<file path="config.mk">
export PLATFORM = sky130hd
export DESIGN_NAME = aqp_ctrl
export DESIGN_NICKNAME = d
export VERILOG_FILES = /design/src/rtl/core/aqp_pkg.sv /design/src/rtl/core/aqp_ctrl.sv
export SDC_FILE = /design/constraint.sdc
export NUM_CORES = 1
export LEC_CHECK = 0
export BUFFER_PORTS_ARGS = -buffer_cell sky130_fd_sc_hd__buf_2
export CAP_MARGIN = 15
export CELL_PAD_IN_SITES_DETAIL_PLACEMENT = 1
export CELL_PAD_IN_SITES_GLOBAL_PLACEMENT = 1
export CORE_MARGIN = 2
export CORE_UTILIZATION = 41
export CTS_BUF_LIST = sky130_fd_sc_hd__clkbuf_8
export DETAILED_ROUTE_END_ITERATION = 7
export GPL_ROUTABILITY_DRIVEN = 0
export PLACE_DENSITY_LB_ADDON = 0.1
export SKIP_LAST_GASP = 1
export SLEW_MARGIN = 0
export SYNTH_ARGS = -nofsm -noshare
export SYNTH_HDL_FRONTEND = slang
export SYNTH_SLANG_ARGS = --single-unit
</file>
<file path="constraint.sdc">
create_clock -name clk -period 1.8 [get_ports clk]
set_input_delay 0 -clock clk [delete_from_list [all_inputs] [get_ports clk]]
set_output_delay 0 -clock clk [all_outputs]
set_load 0.02 [all_outputs]
</file>
<file path="src/rtl/core/aqp_pkg.sv">
// ----------------------------------------------------------------------------
// Attitude quaternion propagator package
// Shared types, codes, constants and helper functions of the propagator.
// ----------------------------------------------------------------------------
package aqp_pkg;

  localparam logic [31:0] InertiaReset  = 32'd65536;
  localparam logic [27:0] TimeStepReset = 28'd1677722;
  localparam logic [31:0] OneQ30        = 32'h4000_0000;

  // Configuration register indexes.
  typedef enum logic [1:0] {
    CFG_INERTIA_X = 2'd0,
    CFG_INERTIA_Y = 2'd1,
    CFG_INERTIA_Z = 2'd2,
    CFG_TIME_STEP = 2'd3
  } cfg_reg_t;

  // Datapath operations issued by the controller.
  typedef enum logic [4:0] {
    OP_NOP,
    OP_LOAD,
    OP_RMUL,
    OP_RDIV,
    OP_RUPD,
    OP_HMUL,
    OP_HUPD,
    OP_QINIT,
    OP_QMUL,
    OP_QACC,
    OP_QRND,
    OP_QSQ,
    OP_QSUM,
    OP_SQRT,
    OP_NDIV,
    OP_NUPD,
    OP_IDENT,
    OP_OUT
  } dp_op_t;

  typedef enum logic [4:0] {
    ST_IDLE,
    ST_RMUL,
    ST_RDIV,
    ST_RDIVW,
    ST_RUPD,
    ST_HMUL,
    ST_HUPD,
    ST_QINIT,
    ST_QMUL,
    ST_QACC,
    ST_QRND,
    ST_QSQ,
    ST_QSUM,
    ST_SQRT,
    ST_SQRTW,
    ST_NDIV,
    ST_NDIVW,
    ST_NUPD,
    ST_OUT
  } ctrl_state_t;

  typedef struct packed {
    dp_op_t     op;
    logic [1:0] idx;
    logic [1:0] term;
  } dp_cmd_t;

  typedef struct packed {
    logic div_done;
    logic sqrt_done;
    logic inert_zero;
    logic root_zero;
  } dp_status_t;

  // Attitude component that multiplies half-angle term 'term' in product component 'comp'.
  function automatic logic [1:0] quat_src(input logic [1:0] comp, input logic [1:0] term);
    case ({comp, term})
      4'b00_00: quat_src = 2'd1;
      4'b00_01: quat_src = 2'd2;
      4'b00_10: quat_src = 2'd3;
      4'b01_00: quat_src = 2'd0;
      4'b01_01: quat_src = 2'd3;
      4'b01_10: quat_src = 2'd2;
      4'b10_00: quat_src = 2'd3;
      4'b10_01: quat_src = 2'd0;
      4'b10_10: quat_src = 2'd1;
      4'b11_00: quat_src = 2'd2;
      4'b11_01: quat_src = 2'd1;
      4'b11_10: quat_src = 2'd0;
      default:  quat_src = 2'd0;
    endcase
  endfunction

  // True where that term is subtracted.
  function automatic logic quat_neg(input logic [1:0] comp, input logic [1:0] term);
    case ({comp, term})
      4'b00_00, 4'b00_01, 4'b00_10: quat_neg = 1'b1;
      4'b01_10, 4'b10_00, 4'b11_01: quat_neg = 1'b1;
      default:                      quat_neg = 1'b0;
    endcase
  endfunction

  function automatic logic signed [31:0] sat_s32(input logic signed [65:0] v);
    if (v > 66'sd2147483647) begin
      sat_s32 = 32'sh7fff_ffff;
    end else if (v < -66'sd2147483648) begin
      sat_s32 = 32'sh8000_0000;
    end else begin
      sat_s32 = v[31:0];
    end
  endfunction

endpackage

</file>
<file path="src/rtl/core/aqp_ctrl.sv">
// ----------------------------------------------------------------------------
// Attitude quaternion propagator controller
// Sequences the datapath through rate, product and normalization steps.
// ----------------------------------------------------------------------------
module aqp_ctrl (
  input  logic                clk,
  input  logic                rst_n,
  input  logic                in_valid,
  output logic                in_ready,
  output logic                out_valid,
  input  logic                out_ready,
  output aqp_pkg::dp_cmd_t    cmd,
  input  aqp_pkg::dp_status_t status
);

  aqp_pkg::ctrl_state_t state_r, state_nxt;
  logic [1:0] idx_r, idx_nxt;
  logic [1:0] term_r, term_nxt;
  logic       out_valid_r, out_valid_nxt;

  always_ff @(posedge clk) begin
    if (!rst_n) begin
      state_r     <= aqp_pkg::ST_IDLE;
      idx_r       <= '0;
      term_r      <= '0;
      out_valid_r <= 1'b0;
    end else begin
      state_r     <= state_nxt;
      idx_r       <= idx_nxt;
      term_r      <= term_nxt;
      out_valid_r <= out_valid_nxt;
    end
  end

  always_comb begin
    state_nxt     = state_r;
    idx_nxt       = idx_r;
    term_nxt      = term_r;
    out_valid_nxt = out_valid_r & ~out_ready;
    in_ready      = 1'b0;
    cmd.op        = aqp_pkg::OP_NOP;
    cmd.idx       = idx_r;
    cmd.term      = term_r;
    unique case (state_r)
      aqp_pkg::ST_IDLE: begin
        in_ready = 1'b1;
        if (in_valid) begin
          cmd.op    = aqp_pkg::OP_LOAD;
          idx_nxt   = '0;
          state_nxt = aqp_pkg::ST_RMUL;
        end
      end
      aqp_pkg::ST_RMUL: begin
        cmd.op    = aqp_pkg::OP_RMUL;
        state_nxt = aqp_pkg::ST_RDIV;
      end
      aqp_pkg::ST_RDIV: begin
        cmd.op    = aqp_pkg::OP_RDIV;
        state_nxt = status.inert_zero ? aqp_pkg::ST_RUPD : aqp_pkg::ST_RDIVW;
      end
      aqp_pkg::ST_RDIVW: begin
        if (status.div_done) begin
          state_nxt = aqp_pkg::ST_RUPD;
        end
      end
      aqp_pkg::ST_RUPD: begin
        cmd.op    = aqp_pkg::OP_RUPD;
        state_nxt = aqp_pkg::ST_HMUL;
      end
      aqp_pkg::ST_HMUL: begin
        cmd.op    = aqp_pkg::OP_HMUL;
        state_nxt = aqp_pkg::ST_HUPD;
      end
      aqp_pkg::ST_HUPD: begin
        cmd.op = aqp_pkg::OP_HUPD;
        if (idx_r == 2'd2) begin
          idx_nxt   = '0;
          state_nxt = aqp_pkg::ST_QINIT;
        end else begin
          idx_nxt   = idx_r + 2'd1;
          state_nxt = aqp_pkg::ST_RMUL;
        end
      end
      aqp_pkg::ST_QINIT: begin
        cmd.op    = aqp_pkg::OP_QINIT;
        term_nxt  = '0;
        state_nxt = aqp_pkg::ST_QMUL;
      end
      aqp_pkg::ST_QMUL: begin
        cmd.op    = aqp_pkg::OP_QMUL;
        state_nxt = aqp_pkg::ST_QACC;
      end
      aqp_pkg::ST_QACC: begin
        cmd.op = aqp_pkg::OP_QACC;
        if (term_r == 2'd2) begin
          state_nxt = aqp_pkg::ST_QRND;
        end else begin
          term_nxt  = term_r + 2'd1;
          state_nxt = aqp_pkg::ST_QMUL;
        end
      end
      aqp_pkg::ST_QRND: begin
        cmd.op    = aqp_pkg::OP_QRND;
        state_nxt = aqp_pkg::ST_QSQ;
      end
      aqp_pkg::ST_QSQ: begin
        cmd.op    = aqp_pkg::OP_QSQ;
        state_nxt = aqp_pkg::ST_QSUM;
      end
      aqp_pkg::ST_QSUM: begin
        cmd.op = aqp_pkg::OP_QSUM;
        if (idx_r == 2'd3) begin
          idx_nxt   = '0;
          state_nxt = aqp_pkg::ST_SQRT;
        end else begin
          idx_nxt   = idx_r + 2'd1;
          state_nxt = aqp_pkg::ST_QINIT;
        end
      end
      aqp_pkg::ST_SQRT: begin
        cmd.op    = aqp_pkg::OP_SQRT;
        state_nxt = aqp_pkg::ST_SQRTW;
      end
      aqp_pkg::ST_SQRTW: begin
        if (status.sqrt_done) begin
          // A zero norm leaves nothing to scale, so the attitude restarts at identity.
          if (status.root_zero) begin
            cmd.op    = aqp_pkg::OP_IDENT;
            state_nxt = aqp_pkg::ST_OUT;
          end else begin
            state_nxt = aqp_pkg::ST_NDIV;
          end
        end
      end
      aqp_pkg::ST_NDIV: begin
        cmd.op    = aqp_pkg::OP_NDIV;
        state_nxt = aqp_pkg::ST_NDIVW;
      end
      aqp_pkg::ST_NDIVW: begin
        if (status.div_done) begin
          state_nxt = aqp_pkg::ST_NUPD;
        end
      end
      aqp_pkg::ST_NUPD: begin
        cmd.op = aqp_pkg::OP_NUPD;
        if (idx_r == 2'd3) begin
          state_nxt = aqp_pkg::ST_OUT;
        end else begin
          idx_nxt   = idx_r + 2'd1;
          state_nxt = aqp_pkg::ST_NDIV;
        end
      end
      aqp_pkg::ST_OUT: begin
        if (!out_valid_r || out_ready) begin
          cmd.op        = aqp_pkg::OP_OUT;
          out_valid_nxt = 1'b1;
          state_nxt     = aqp_pkg::ST_IDLE;
        end
      end
      default: state_nxt = aqp_pkg::ST_IDLE;
    endcase
  end

  assign out_valid = out_valid_r;

endmodule

</file>
==> impl_metrics.py <==
metrics = {
    "global_route": {
        "gr-usage-all-layers_pct": 24.6,
        "grt_pass1_wl_um": 6020,
        "antenna_found_initial": 0,
        "grt_max_degree": 20,
        "grt_overflow": 0,
        "grt_pass1_vias": 1264,
    },
    "cells_and_area": {
        "nets": 194,
        "area_growth_pct": 24.2,
        "diodes": 0,
        "design_area_um2": 1350,
        "final_util_pct": 53.9,
        "drive_above_1_share_pct": 27.2,
    },
    "pwr": {
        "power_frac_clock_pct": 23.4,
        "irDropWorstVdd_mv": 0.726,
        "pwr-share-comb_pct": 51.9,
        "pwr_density_cell_nw_per_um2": 899,
        "p_leak_uw": 0.000576,
        "p_int_uw": 699,
        "swShare_pct": 42.3,
        "p_sw_uw": 513,
        "seqPwrFrac_pct": 24.7,
    },
    "floorplan": {
        "design.die.area_um2": 3070,
        "core.rowCount": 18,
        "num_io_pins": 19,
        "die_x_um": 55.4,
        "initial_core_util_pct": 43.4,
        "die-height_um": 55.4,
        "core-area_um2": 2500,
    },
    "critical_path": {
        "slowest_delay_ps": 520,
        "cp-start-kind": "flip-flop",
        "worst_ep_required_time_ps": 1920,
        "r2r_start": "state_r[1]$_SDFFE_PN0P_",
        "critPathKind": "flip-flop to flip-flop",
        "critical_path_peak_fanout": 6,
        "critPathLaunch": "state_r[1]$_SDFFE_PN0P_",
        "worst_ep_arrival_time_ps": 1870,
        "cp-end-kind": "flip-flop",
        "slowest_stage": "or4bb_1",
        "crit_chain": "or4bb_1 > a21oi_1 > nor3_1 > o311a_1",
    },
    "logic_synthesis": {
        "synth_edf_count": 0,
        "synth.most_common_cell": "nor2_1",
        "synth_flop_cell": "dfxtp_1",
        "syn-num-nets": 167,
        "synth.avg_cell_area_um2": 7.04,
        "synth_top_area_share_pct": 18.5,
        "synthCells": 154,
        "netlist_top_cells_area": "dfxtp_1 18%, nor2_1 8.0%, a21oi_1 6.5%",
        "yosys.area.top_type": "dfxtp_1",
        "synthArstFlopShare_pct": 0,
        "yosys_warnings": 0,
        "yosys-top-cells-count": "23 x nor2_1, 14 x a21oi_1, 11 x o21ai_0, 10 x dfxtp_1",
        "yosys.cell_types.count": 45,
        "synth-seq-cells": 10,
        "synth_seq_area_share_pct": 18.5,
        "netlist_area_um2": 1080,
    },
    "timing": {
        "hold_viol_final": 0,
        "max_slew_margin_pct": 75.2,
        "fmax_mhz": 573,
        "fin_skew_ps": 3.64,
        "period_needed_ps": 1750,
        "tns_ps": 0,
        "finalCritPeriodShare_pct": 97.0,
        "finalMaxSlewViolations": 0,
        "finalSetupViolations": 0,
        "tightest_slew_ps": 369,
    },
    "hold_path": {
        "hp-start": "rst_n",
        "hold_path_class": "primary input to flip-flop",
    },
    "outcome": {
        "status": "complete, no violations",
    },
    "routing": {
        "first_pass_iters": 4,
        "post-route-drc-count": 0,
        "via_per_inst": 5.90,
        "final_antenna_net_count": 0,
        "wirelength_um": 3570,
        "wire_per_inst_um": 17.0,
        "via_count": 1239,
        "drt_iter0_markers": 24,
    },
    "clocking": {
        "cts_tree": "done",
        "cts_setup_buffers": 0,
        "clock_latency_ps": 240,
        "ctsLongestPathBuffers": 2,
        "cts_hold_buf": 0,
        "clock-root-buffer": "clkbuf_8",
        "clkSlewWorstSetupHoldPaths_ps": 50,
        "numCtsBuffers": 3,
        "clock_sinks": 10,
        "htreeDepth": 1,
    },
    "place": {
        "dpl-instance-area_um2": 1270,
        "port_buffers": 18,
        "place_hpwl_um": 2710,
    },
    "job": {
        "max_cap_viol_count": 0,
    },
}
[sequential cells by signal, indices dropped and copies added (netlist names)]
signal,count
idx_r,2
out_valid,1
term_r,2
state_r,5
[cell families (layout without fill, tap and decap cells)]
kind of cell,Yosys count,count (layout),share of synthesized area [%]
AOI/OAI and AO/OA,45,45,28.0
adders and majority gates,5,5,5.77
buffers and inverters,20,46,8.19
DFF,10,10,18.5
muxes,2,2,1.85
and+or+nand+nor,72,72,37.7
[power groups by stage]
| stage | clock network, uW | logic (uW) | registers [uW] |
|---|---|---|---|
| finish | 284 | 628 | 299 |
| global route | 303 | 678 | 303 |
| CTS | 292 | 615 | 295 |
| detailed placement | 0 | 608 | 297 |
| global placement | 0 | 588 | 292 |
| floorplan | 0 | 424 | 283 |
[per-layer routing]
layer,vias to the layer above,track usage (%),wire length (um)
li1,600,-,-
met1,615,30.0,1600
met2,21,45.4,1840
met3,3,4.45,109
met4,0,3.48,17
met5,-,0,0
[final timing paths]
| check | endpoint | slack, ps | depth (start not counted) |
|---|---|---|---|
| setup / recovery | idx_r[1]$_SDFFE_PN0P_ | 50 | 4 |
| hold / removal | idx_r[1]$_SDFFE_PN0P_ | 80 | 2 |
| setup reg to reg | idx_r[1]$_SDFFE_PN0P_ | 50 | 4 |
| hold reg to reg | term_r[1]$_SDFFE_PN0P_ | 530 | 2 |
[cell usage in the layout (no fill, tap or decap), types with 3 or more instances in the layout]
| cell type | netlist | routed |
|---|---|---|
| buf_4 | 0 | 14 |
| a21oi_1 | 14 | 14 |
| o31ai_1 | 3 | 3 |
| dfxtp_1 | 10 | 8 |
| nor3_1 | 5 | 4 |
| o21ai_1 | 2 | 3 |
| or3_1 | 3 | 3 |
| nor2_1 | 23 | 22 |
| clkbuf_8 | 0 | 4 |
| o21ai_0 | 11 | 10 |
| inv_1 | 9 | 9 |
| ha_1 | 5 | 5 |
| nand2_1 | 9 | 9 |
| nor2b_1 | 6 | 6 |
| nand3_1 | 3 | 3 |
| buf_2 | 5 | 18 |
| nand2b_1 | 5 | 5 |
[per-stage QoR]
| step | hold slack (ps) | instances | setup slack [ps] | total power [uW] |
|---|---|---|---|---|
| 2_1_floorplan | 131 | 154 | 59.6 | 707 |
| 3_3_place_gp | 317 | 206 | 89.8 | 880 |
| 3_5_place_dp | 320 | 206 | 46.9 | 904 |
| 4_1_cts | 72.7 | 210 | 5.53 | 1200 |
| 5_1_grt | 84.8 | 210 | -1.62 | 1280 |
| 6_report | 80.1 | 210 | 54.4 | 1210 |
[layout make-up]
class,count,area (um^2)
inverters,9,33.8
clock buffers,4,55.1
repair buffers,33,206
fillers,335,1150
flip-flops and latches,10,203
multi-input cells,124,812
well taps,30,37.5
[worst max-delay path, delay by kind of cell (launching register included)]
family           cells  cell delay (ps)
AND/OR/NAND/NOR      2              620
flip-flops           1              490
AO/OA/AOI/OAI        2              510
[what timing repair did]
action,4_1_cts,5_1_grt
endpoints found under the hold margin,0,0
resized for setup,2,6
setup endpoints to repair,1,7
(Power assumes the default switching activity.)
